**src/rtl/core/abe_bitmap_ram.sv**
```systemverilog
// One bitmap store: synchronous memory, one write and one read port.
// Read data is registered. Depends on nothing.
`timescale 1ns / 1ps

module abe_bitmap_ram #(
  parameter int unsigned DEPTH = 64,
  parameter int unsigned AW    = 6,
  parameter int unsigned W     = 64
) (
  input  logic          clk_i,
  input  logic          we_i,
  input  logic [AW-1:0] waddr_i,
  input  logic [W-1:0]  wdata_i,
  input  logic [AW-1:0] raddr_i,
  output logic [W-1:0]  rdata_o
);

  logic [W-1:0] mem [DEPTH];
  logic [W-1:0] rdata_q;

  always_ff @(posedge clk_i) begin
    if (we_i) begin
      mem[waddr_i] <= wdata_i;
    end
    rdata_q <= mem[raddr_i];
  end

  assign rdata_o = rdata_q;

endmodule

```
**config.mk**
```make
export PLATFORM = sky130hd
export DESIGN_NAME = abe_bitmap_ram
export DESIGN_NICKNAME = d
export VERILOG_FILES = /design/src/rtl/core/abe_bitmap_ram.sv
export SDC_FILE = /design/constraint.sdc
export NUM_CORES = 2
export LEC_CHECK = 0
export ABC_AREA = 0
export BUFFER_PORTS_ARGS = -buffer_cell sky130_fd_sc_hd__buf_4
export CORE_ASPECT_RATIO = 0.8
export CORE_MARGIN = 10
export CORE_UTILIZATION = 30
export CTS_BUF_LIST = sky130_fd_sc_hd__clkbuf_8 sky130_fd_sc_hd__clkbuf_16
export DETAILED_ROUTE_END_ITERATION = 7
export PLACE_DENSITY_LB_ADDON = 0.3
export SLEW_MARGIN = 20
export SYNTH_ARGS = -nofsm -noshare
export SYNTH_HDL_FRONTEND = slang
export SYNTH_SLANG_ARGS = --single-unit
```
**constraint.sdc**
```tcl
create_clock -name clk_i -period 6.8 [get_ports clk_i]
set_clock_uncertainty 0.2 [all_clocks]
set_input_delay 0.68 -clock clk_i [delete_from_list [all_inputs] [get_ports clk_i]]
set_output_delay 0.68 -clock clk_i [all_outputs]
set_load 0.005 [all_outputs]
```
==> impl_metrics.yaml <==
placed_design:
  hpwl_mm: 258.8
  gp_congestion: 0.7601
  io_buffers: 141
  pre_cts_slack_ps: 2310
floorplan:
  initial_utilization_pct: 30.06
  io_pins: 142
  row_count: 237
  die_y_microns: 665.7
  coreArea_sq_um: 520100
  dieArea_sq_um: 550600
  die_w_microns: 827.1
setup_path:
  r2r_end: "rdata_o[17]"
  r2r_slack_ps: 4020
  r2r_cells: 5
  path_max_fanout: 71
  crit_path_end: "rdata_o[56]"
  required_ps: 7340
  end_kind: "flip-flop"
  cp_data_arrival_time_ps: 4080
  path_class: "input port to flip-flop"
  start_kind: "input port"
  cp-startpoint: "raddr_i[1]"
  r2r-start: "mem[55][17]"
synthesis:
  synth-xor-area-share_pct: 0
  synth_compound_area_share_pct: 2.477
  synth_edf_count: 4096
  synth_top_family_by_area: "multiplexers"
  ys.flop_type: "edfxtp_1"
  synthAdderAreaFrac_pct: 0
  muxShareOfSynthArea_pct: 15.61
  synthCells: 6598
  yosysWarnings: 0
  yosysSeqAreaShare_pct: 79.49
  synth_nets: 6676
  synthArstFlopShare_pct: 0
  avgSynthCellArea_sq_um: 23.70
  synth_seq_cells: 4160
  synth-simple-area-share_pct: 1.240
  yosys.cell_types.count: 33
  syn-cell-area_sq_um: 156300
global_route:
  grt_usage_pct: 16.61
  overflow: 0
  grt_pass1_vias: 76470
  antenna_found_initial: 56
  grt_max_degree: 102
  grt_first_pass_wirelength_mm: 646.9
final_layout:
  layout_commonest_cell: "edfxtp_1"
  final_cell_mix: "edfxtp_1, mux4_2, clkbuf_16, buf_4, a22oi_1"
  drive_gt1_share_pct: 28.23
  areaGrowthSynthToFinish_pct: 15.41
  nets: 7080
  post-route-util_pct: 34.69
power_and_ir_drop:
  p_per_area_nw_per_um2: 295.3
  vdd_ir_drop_max_mv: 0.2526
  finalPower_mw: 53.28
  p_leak_nw: 55.36
detailed_routing:
  firstDrtPassIters: 5
  ant_nets: 0
  drc: 0
  post_drt_wl_per_cell_microns: 32.84
  drt_iter0_markers: 9489
  via_count: 75130
  wirelength_mm: 469.0
  routed_via_density: 5.260
sta:
  grt_setup_unrepaired: "no"
  finalCriticalPeriod_ps: 3539
  post-route-period-util_pct: 52.05
  fmax_mhz: 282.5
  worst_pin_slew_ps: 1183
  finalMaxSlewViolations: 0
  setup_viol: 0
  hold_violations: 0
  relSlewSlack_pct: 21.10
  setup-tns-final_ps: 0
  final.setup.worst_slack_ps: 3261
clock_network:
  cts.sinks: 4160
  clkTransAtPathRegs_ps: 60
  cts_setup_buffers: 0
  numCtsBuffers: 403
  root_buffer: "clkbuf_16"
  insertion_delay_ps: 970
  htreeDepth: 5
  cts_resized: 0
  cts.path.max_buffers: 4
  ctsHoldBuffers: 11
  cts_tree: "done"
worst_hold_path:
  hold_path_depth: 1
  hp-class: "input port to flip-flop"
run:
  cap_violations: 0
run_status:
  outcome: "finished clean"
==> cell families (layout without fill, tap and decap cells) <==
family	Yosys count	after routing
simple gates	386	386
mux	1159	1159
compound gates	504	504
other cells	0	16
flops	4160	4160
buf+inv	389	1128
==> Yosys cell counts (all sizes together), types with 2 or more instances <==
master   count  share of area (%)
a41oi       26               0.15
a31oi       18              0.072
dfxtp       64               0.82
a22o        88               0.49
edfxtp    4096                 79
inv         19              0.046
nand3       45               0.14
or2         28               0.11
clkbuf     140               0.34
and3        64               0.26
a2bb2oi     19               0.11
mux2i      135               0.86
nand4        2             0.0080
and2         3              0.012
a211oi      63               0.30
o221ai      38               0.21
o22ai       83               0.33
buf        230               0.80
or3         29               0.12
nand3b       2             0.0096
nand2       58               0.14
nor3         2             0.0064
nor2b       28               0.11
nand2b      11              0.044
mux4      1024                 15
nor2       112               0.27
a22oi      168               0.81
==> how the worst min path moves through the flow <==
stage	start	endpoint	slack, ps
6_report	wdata_i[39]	mem[6][39]	50
5_1_grt	wdata_i[39]	mem[6][39]	50
4_1_cts	wdata_i[39]	mem[17][39]	1
3_5_place_dp	mem[47][14]	rdata_o[14]	630
3_3_place_gp	mem[46][14]	rdata_o[14]	620
2_1_floorplan	wdata_i[0]	mem[0][0]	580
==> per-layer routing <==
metal  vias up  routed length, microns  track usage (%)  share of wire [%]
li1      29370                       -                -                  -
met1     41970                  202100            23.90                 43
met2      3122                  217400            25.98                 46
met3       655                   36500            2.978                7.8
met4        12                   12950            4.468                2.8
met5         -                      75                0              0.016
==> critical path, cell delays in order <==
cell	delay, ps
buf_8	430
buf_12	360
buf_4	880
mux4_2	390
a22oi_1	110
and3_1	230
a211oi_1	510
==> sequential cells by signal, indices dropped and copies added, names as in the netlist <==
signal,flops
mem,4096
rdata_o,64
==> per-stage QoR <==
step | area [sq um] | std cells | hold WS (ps)
finish | 180400 | 14280 | 49.74
detailed placement | 167300 | 13520 | 629.0
global placement | 167100 | 13510 | 619.3
floorplan | 156300 | 6598 | 578.9
global route | 180400 | 14270 | 51.57
CTS | 180400 | 14270 | 1.485
==> final cells by class <==
cell class / instances / area, sq um
fillers: 47840 / 339700
flip-flops and latches: 4160 / 124300
multi-input cells: 2049 / 30790
clock buffers: 431 / 10490
well taps: 6931 / 8672
repair buffers: 369 / 3593
clock inverters: 309 / 2499
inverters: 19 / 71.32
diodes: 16 / 40.04
==> power by group <==
group,switching [mW],internal (mW)
registers,0.180,28.4
clock network,9.81,12.3
logic,1.63,0.933
total,11.6,41.7
Power figures use the tool's default switching activity.
