<file path="config.mk">
export PLATFORM = sky130hd
export DESIGN_NAME = abe_ffz
export DESIGN_NICKNAME = d
export VERILOG_FILES = /design/src/rtl/core/abe_pkg.sv /design/src/rtl/core/abe_ffz.sv
export SDC_FILE = /design/constraint.sdc
export NUM_CORES = 1
export LEC_CHECK = 0
export ABC_AREA = 1
export BUFFER_PORTS_ARGS = -buffer_cell sky130_fd_sc_hd__buf_2
export CAP_MARGIN = 20
export CORE_ASPECT_RATIO = 1.1
export CORE_UTILIZATION = 40
export DETAILED_ROUTE_END_ITERATION = 6
export PLACE_DENSITY = 0.81
export SLEW_MARGIN = 20
export SYNTH_ARGS = -nofsm -noshare
export SYNTH_HDL_FRONTEND = slang
export SYNTH_SLANG_ARGS = --single-unit
</file>
<file path="constraint.sdc">
create_clock -name vclk -period 2.6
set_input_delay 0.52 -clock vclk [all_inputs]
set_output_delay 0.52 -clock vclk [all_outputs]
set_load 0.01 [all_outputs]
</file>
<file path="src/rtl/core/abe_pkg.sv">
// Shared types and codes for the allocation bitmap engine.
// No dependencies; imported by abe_ffz, the engine, the checker and the testbench.
`timescale 1ns / 1ps

package abe_pkg;

  localparam int unsigned WORD_W = 64;   // bitmap bits per memory word
  localparam int unsigned BIT_W  = 6;    // bit select within a word
  localparam int unsigned SIZE_W = 13;   // size register width
  localparam int unsigned POS_W  = 12;   // position and range end width

  typedef enum logic [1:0] {
    KIND_FIND   = 2'd0,
    KIND_INVERT = 2'd1,
    KIND_READ   = 2'd2,
    KIND_RANGE  = 2'd3
  } kind_e;

  localparam logic [1:0] STAT_OK        = 2'd0;
  localparam logic [1:0] STAT_NONE_FREE = 2'd1;
  localparam logic [1:0] STAT_BOUNDS    = 2'd2;

  localparam logic CFG_INODE_BITS = 1'b0;
  localparam logic CFG_DATA_BITS  = 1'b1;

  typedef struct packed {
    logic             found;
    logic [BIT_W-1:0] idx;
  } ffz_t;

endpackage

</file>
<file path="src/rtl/core/abe_ffz.sv">
// Find-first-zero over one bitmap word, lowest index first.
// Two levels: eight byte groups, then the first group holding a zero. Uses abe_pkg.
`timescale 1ns / 1ps

module abe_ffz
  import abe_pkg::*;
(
  input  logic [WORD_W-1:0] word_i,
  output ffz_t              res_o
);

  localparam int unsigned GRP   = 8;
  localparam int unsigned NGRP  = WORD_W / GRP;
  localparam int unsigned GRP_W = 3;

  logic [NGRP-1:0]  grp_any;
  logic [GRP_W-1:0] grp_idx [NGRP];

  always_comb begin
    for (int g = 0; g < NGRP; g++) begin
      grp_any[g] = ~&word_i[g*GRP +: GRP];
      grp_idx[g] = '0;
      // scan high to low so the lowest zero wins
      for (int j = GRP - 1; j >= 0; j--) begin
        if (!word_i[g*GRP + j]) begin
          grp_idx[g] = GRP_W'(j);
        end
      end
    end
  end

  always_comb begin
    res_o.found = |grp_any;
    res_o.idx   = '0;
    for (int g = NGRP - 1; g >= 0; g--) begin
      if (grp_any[g]) begin
        res_o.idx = {GRP_W'(g), grp_idx[g]};
      end
    end
  end

endmodule

</file>
==> insert_results.sql, run 1 <==
INSERT INTO impl_metrics (metric_group, metric, value, unit) VALUES
('hold_path', 'worstHoldPathType', 'in -> out', ''),
('floorplanning', 'floorplan.die_area', '2510', 'µm²'),
('sta', 'setup-violations-final', '0', ''),
('finish', 'antenna-diode-count', '0', ''),
('cts', 'postCtsResizedCells', '0', ''),
('placed_design', 'port_buffers', '71', ''),
('drt', 'average_wire_per_cell_in_the_routed_design', '8.29', 'µm'),
('drt', 'route.antenna.remaining_nets', '0', ''),
('critical_path', 'timing.critical_path.arrival', '1.64', 'ns'),
('finish', 'area.growth.synth_to_final', '42.1', '%'),
('finish', 'most-common-layout-cells', 'sky130_fd_sc_hd__buf_2, sky130_fd_sc_hd__nand2_1, sky130_fd_sc_hd__inv_1', ''),
('power_and_ir_drop', 'netSwitchingPower', '0.0742', 'mW'),
('drt', 'detailroute.via_count', '1319', ''),
('floorplanning', 'die_y', '52.5', 'µm'),
('power_and_ir_drop', 'p_seq_share', '0', '%'),
('placed_design', 'gp_congestion', '0.793', ''),
('grt', 'grtUsageTotal', '17.8', '%'),
('drt', 'drt_drc_violations_left', '0', ''),
('sta', 'final.min_clock_period', '2.16', 'ns'),
('finish', 'numSequentialCells', '0', ''),
('drt', 'postRouteWirelength', '2360', 'µm'),
('finish', 'nClkBuffers', '0', ''),
('critical_path', 'startpoint_type', 'primary input', ''),
('logic_synthesis', 'share_of_the_yosys_chip_area_belonging_to_registers', '0', '%'),
('cts', 'cts.hold.buffers_added', '0', ''),
('logic_synthesis', 'synth.cell_area', '927', 'µm²'),
('sta', 'setup_tns', '0', 'ns'),
('logic_synthesis', 'ys_types', '25', ''),
('grt', 'global_route.overflow_total', '0', ''),
('sta', 'worstMarginPinSlew', '0.314', 'ns'),
('floorplanning', 'core', '2080', 'µm²'),
('power_and_ir_drop', 'power_per_cell_area', '106', 'nW/µm²'),
('grt', 'grt_antenna_before_repair', '0', ''),
('hold_path', 'min_delay_path_depth', '4', ''),
('finish', 'design_area', '1320', 'µm²'),
('power_and_ir_drop', 'vdd_ir_max', '60.1', 'µV'),
('placed_design', 'dp.cells', '285', ''),
('power_and_ir_drop', 'internal-power', '0.0651', 'mW'),
('logic_synthesis', 'synth.net_count', '250', ''),
('power_and_ir_drop', 'p_comb_share', '100.0', '%'),
('run', 'cap_violations', '0', ''),
('power_and_ir_drop', 'power.clock.fraction', '0', '%'),
('drt', 'drt_first_pass_iters', '4', ''),
('sta', 'maxSlewHeadroom', '78.8', '%'),
('hold_path', 'worst_hold_startpoint', 'word_i[0]', ''),
('drt', 'drt-vias-per-instance', '4.63', ''),
('grt', 'grt_start_max_net_pins', '5', ''),
('critical_path', 'crit_fanout', '3', ''),
('floorplanning', 'design.portCount', '71', ''),
('logic_synthesis', 'synthesis.instances', '186', ''),
('cts', 'postCtsSetupBuffers', '0', ''),
('finish', 'num-nets-final', '323', ''),
('finish', 'layout_cells_sized_above_1', '37.7', '%'),
('power_and_ir_drop', 'leakage', '0.722', 'nW'),
('logic_synthesis', 'synthesis.area_per_instance', '4.98', 'µm²'),
('sta', 'finalHoldViolations', '0', ''),
('floorplanning', 'die_x', '47.9', 'µm'),
('sta', 'grt_setup_unrepaired', 'no', ''),
('critical_path', 'endpoint_kind', 'primary output', ''),
('finish', 'post_layout_nonfiller_instances', '285', ''),
('placed_design', 'placed_cell_area', '1320', 'µm²'),
('sta', 'max_slew_violation_count', '0', ''),
('grt', 'via_count_of_the_first_global_routing_pass', '1080', ''),
('finish', 'layout.cells.most_common', 'sky130_fd_sc_hd__buf_2', ''),
('grt', 'grt_first_pass_wirelength', '3560', 'µm'),
('logic_synthesis', 'synth_warnings', '0', ''),
('sta', 'post-route-period-util', '83.0', '%'),
('finish', 'register_area', '0', 'µm²'),
('sta', 'fmaxAchievable', '463', 'MHz'),
('placed_design', 'hpwl', '2130', 'µm'),
('power_and_ir_drop', 'power.switching_fraction', '53.2', '%'),
('floorplanning', 'effective_utilization_at_floorplan', '44.5', '%'),
('critical_path', 'timing.setup.critical_path_class', 'in -> out', ''),
('floorplanning', 'row_count', '17', ''),
('critical_path', 'cp.required', '2.08', 'ns'),
('drt', 'dr.first_iter.drc_count', '18', ''),
('run_status', 'run_status', 'complete, no violations', ''),
('hold_path', 'hold-path-endpoint', 'res_o[0]', '');
==> power by group through the flow <==
stage / Sequential (mW) / Combinational (mW) / Clock, mW
final: 0 / 0.139 / 0
after CTS: 0 / 0.139 / 0
after global routing: 0 / 0.159 / 0
after global placement: 0 / 0.138 / 0
after detailed placement: 0 / 0.139 / 0
after floorplan: 0 / 0.0617 / 0
==> cell families (layout without fill, tap and decap cells) <==
logic type | after synthesis | in the layout | synth area share [%]
and+or+nand+nor | 111 | 111 | 60.3
AOI/OAI and AO/OA | 38 | 38 | 24.7
buffers and inverters | 37 | 108 | 15.0
==> worst max-delay path by stage <==
| stage | cells past startpoint | start | slack (ns) | end |
|---|---|---|---|---|
| after floorplan | 8 | word_i[21] | 0.72 | res_o[1] |
| after global placement | 15 | word_i[42] | 0.46 | res_o[0] |
| after detailed placement | 15 | word_i[46] | 0.45 | res_o[0] |
| after CTS | 15 | word_i[42] | 0.44 | res_o[0] |
| after global routing | 15 | word_i[43] | 0.28 | res_o[0] |
| final | 15 | word_i[46] | 0.44 | res_o[0] |
==> layer usage <==
| metal | up-vias | track usage [%] | share of wire (%) |
|---|---|---|---|
| li1 | 754 | - | - |
| met1 | 526 | 22.7 | 51 |
| met2 | 39 | 33.1 | 45 |
| met3 | 0 | 0.690 | 4.4 |
| met4 | 0 | 0.926 | 0 |
| met5 | - | 0 | 0 |
==> Yosys cell counts, types with 2 or more instances <==
cell	n	area, µm²
sky130_fd_sc_hd__a21oi_1	9	45.0
sky130_fd_sc_hd__a21boi_1	2	15.0
sky130_fd_sc_hd__nor3_2	2	20.0
sky130_fd_sc_hd__nand2_1	51	191
sky130_fd_sc_hd__a21boi_0	5	37.5
sky130_fd_sc_hd__o21ai_1	6	30.0
sky130_fd_sc_hd__nor2_2	5	31.3
sky130_fd_sc_hd__o21ai_0	9	45.0
sky130_fd_sc_hd__nand3_1	24	120
sky130_fd_sc_hd__nor2_4	3	33.8
sky130_fd_sc_hd__nand3_2	2	20.0
sky130_fd_sc_hd__nand2_2	4	25.0
sky130_fd_sc_hd__a31oi_1	3	18.8
sky130_fd_sc_hd__nor2_1	10	37.5
sky130_fd_sc_hd__nand4_1	6	37.5
sky130_fd_sc_hd__inv_2	6	22.5
sky130_fd_sc_hd__inv_1	31	116
==> worst max-delay path, stage by stage <==
cell and delay [ns]:
sky130_fd_sc_hd__buf_2 0.09, sky130_fd_sc_hd__nand2_1 0.08, sky130_fd_sc_hd__nor2_2 0.16, sky130_fd_sc_hd__nand2_2 0.09
sky130_fd_sc_hd__nand2_1 0.08, sky130_fd_sc_hd__nor2_1 0.05, sky130_fd_sc_hd__nand2_1 0.06, sky130_fd_sc_hd__nand2_1 0.04
sky130_fd_sc_hd__nor2_1 0.09, sky130_fd_sc_hd__nand2_1 0.06, sky130_fd_sc_hd__nand2_1 0.06, sky130_fd_sc_hd__nand2_1 0.04
sky130_fd_sc_hd__nand2_1 0.05, sky130_fd_sc_hd__nand2_1 0.04, sky130_fd_sc_hd__buf_2 0.13
==> per-stage QoR <==
| step | worst slack, ns | hold slack (ns) | utilization, % | total power [mW] |
|---|---|---|---|---|
| 4_1_cts | 0.444 | 1.38 | 63.2 | 0.139 |
| 2_1_floorplan | 0.722 | 1.16 | - | 0.0617 |
| 3_3_place_gp | 0.456 | 1.38 | 63.2 | 0.138 |
| 5_1_grt | 0.279 | 1.40 | 63.2 | 0.159 |
| 6_report | 0.442 | 1.38 | 63.2 | 0.139 |
| 3_5_place_dp | 0.448 | 1.38 | 63.2 | 0.139 |
==> cell type report <==
class / count / area, µm²
Multi-Input combinational cell: 149 / 788
Fill cell: 236 / 767
Timing Repair Buffer: 71 / 355
Inverter: 37 / 139
Tap cell: 28 / 35.0
(Power assumes the default switching activity.)
==> run 2, diff against run 1 <==
==> constraint.sdc (replaced) <==
create_clock -name vclk -period 2.1
set_input_delay 0.42 -clock vclk [all_inputs]
set_output_delay 0.42 -clock vclk [all_outputs]
set_load 0.01 [all_outputs]
==> run 2 against run 1 <==
  * Count of clock-buffer cells in the layout unchanged
  * Critical path depth unchanged
  * Wire length decreased by 0.42%
  * Worst hold slack got worse by 0.20 ns
  * Sequential cell count unchanged
  * Cell count unchanged
  * Power increased by 24%
  * Non-clock buffer count unchanged
  * Via count about the same
  * First-iteration DRC count unchanged
  * Die area unchanged
  * Combinational power increased by 24%
  * Critical path type unchanged
  * Critical endpoint unchanged
==> insert_results.sql, run 2 (synthesis gave the netlist of run 1 again) <==
INSERT INTO impl_metrics (metric_group, metric, value, unit) VALUES
('power_and_ir_drop', 'totalPowerFinal', '0.173', 'mW'),
('sta', 'setup-violations-final', '0', ''),
('finish', 'antenna-diode-count', '0', ''),
('grt', 'grt_antenna_before_repair', '0', ''),
('finish', 'layout.cells.most_common', 'sky130_fd_sc_hd__buf_2', ''),
('floorplanning', 'floorplan.die_area', '2510', 'µm²'),
('critical_path', 'endpoint_kind', 'primary output', ''),
('power_and_ir_drop', 'leakage', '0.722', 'nW'),
('finish', 'register_area', '0', 'µm²'),
('critical_path', 'crit_fanout', '3', ''),
('finish', 'most-common-layout-cells', 'sky130_fd_sc_hd__buf_2, sky130_fd_sc_hd__nand2_1, sky130_fd_sc_hd__inv_1', ''),
('grt', 'grt_start_max_net_pins', '5', ''),
('cts', 'postCtsResizedCells', '0', ''),
('placed_design', 'dp_slack', '0.148', 'ns'),
('drt', 'average_wire_per_cell_in_the_routed_design', '8.26', 'µm'),
('sta', 'max_slew_violation_count', '0', ''),
('sta', 'post-route-worst-setup-slack', '0.147', 'ns'),
('run', 'cap_violations', '0', ''),
('floorplanning', 'die_y', '52.5', 'µm'),
('floorplanning', 'core', '2080', 'µm²'),
('finish', 'num-nets-final', '323', ''),
('finish', 'nClkBuffers', '0', ''),
('critical_path', 'cp.required', '1.68', 'ns'),
('placed_design', 'port_buffers', '71', ''),
('hold_path', 'worstHoldPathType', 'in -> out', ''),
('floorplanning', 'effective_utilization_at_floorplan', '44.5', '%'),
('cts', 'cts.hold.buffers_added', '0', ''),
('floorplanning', 'row_count', '17', ''),
('placed_design', 'hpwl', '2130', 'µm'),
('grt', 'grtUsageTotal', '17.8', '%'),
('power_and_ir_drop', 'power_per_cell_area', '131', 'nW/µm²'),
('finish', 'numSequentialCells', '0', ''),
('floorplanning', 'die_x', '47.9', 'µm'),
('finish', 'area.growth.synth_to_final', '42.6', '%'),
('sta', 'fin_worst_hold_slack', '1.18', 'ns'),
('run_status', 'run_status', 'complete, no violations', ''),
('sta', 'final.min_clock_period', '1.95', 'ns'),
('grt', 'via_count_of_the_first_global_routing_pass', '1080', ''),
('critical_path', 'timing.setup.critical_path_class', 'in -> out', ''),
('sta', 'fmaxAchievable', '512', 'MHz'),
('finish', 'layout_cells_sized_above_1', '37.7', '%'),
('drt', 'drt-vias-per-instance', '4.62', ''),
('grt', 'global_route.overflow_total', '0', ''),
('critical_path', 'timing.critical_path.arrival', '1.53', 'ns'),
('power_and_ir_drop', 'vdd_ir_max', '78.7', 'µV'),
('sta', 'post-route-period-util', '93.0', '%'),
('drt', 'drt_first_pass_iters', '4', ''),
('cts', 'postCtsSetupBuffers', '0', ''),
('sta', 'worstMarginPinSlew', '0.314', 'ns'),
('drt', 'dr.first_iter.drc_count', '18', ''),
('critical_path', 'startpoint_type', 'primary input', ''),
('drt', 'drt_drc_violations_left', '0', ''),
('drt', 'postRouteWirelength', '2350', 'µm'),
('drt', 'route.antenna.remaining_nets', '0', ''),
('drt', 'detailroute.via_count', '1318', ''),
('placed_design', 'gp_congestion', '0.794', ''),
('sta', 'maxSlewHeadroom', '78.8', '%'),
('floorplanning', 'design.portCount', '71', ''),
('grt', 'grt_first_pass_wirelength', '3560', 'µm'),
('sta', 'finalHoldViolations', '0', '');
==> run 2: metal layers <==
layer	track usage (%)	up-vias	routed length, µm
li1	-	755	-
met1	22.7	528	1190
met2	33.1	35	1070
met3	0.690	0	98
met4	0.926	0	0
met5	0	-	0
==> run 2: area by class of cell <==
cell class | count | area [µm²]
fillers | 237 | 762
inverters | 37 | 139
multi-input cells | 149 | 793
well taps | 28 | 35.0
repair buffers | 71 | 355
==> run 2: report_power, final <==
part	total, mW	switching, mW	internal (mW)
Clock	0	0	0
Sequential	0	0	0
Combinational	0.173	0.0922	0.0808
Total	0.173	0.0922	0.0808
==> run 2: metrics by stage <==
stage          instance area, µm²  cells  setup TNS [ns]  utilization [%]
2_1_floorplan                 927    186               0                -
3_3_place_gp                 1320    285               0             63.2
3_5_place_dp                 1320    285               0             63.2
4_1_cts                      1320    285               0             63.2
5_1_grt                      1320    285        -0.00316             63.4
6_report                     1320    285               0             63.4
==> run 2: worst paths after layout <==
kind | startpoint | end | slack (ns) | cells past startpoint
hold / removal | word_i[0] | res_o[0] | 1.18 | 4
setup / recovery | word_i[46] | res_o[0] | 0.15 | 15
==> run 2: worst max-delay path, stage by stage <==
cell                      delay (ns)
sky130_fd_sc_hd__buf_2          0.09
sky130_fd_sc_hd__nand2_1        0.08
sky130_fd_sc_hd__nor2_2         0.16
sky130_fd_sc_hd__nand2_2        0.09
sky130_fd_sc_hd__nand2_1        0.08
sky130_fd_sc_hd__nor2_1         0.05
sky130_fd_sc_hd__nand2_1        0.06
sky130_fd_sc_hd__nand2_1        0.04
sky130_fd_sc_hd__nor2_1         0.09
sky130_fd_sc_hd__nand2_1        0.06
sky130_fd_sc_hd__nand2_1        0.06
sky130_fd_sc_hd__nand2_1        0.04
sky130_fd_sc_hd__nand2_1        0.05
sky130_fd_sc_hd__nand2_1        0.04
sky130_fd_sc_hd__buf_2          0.13
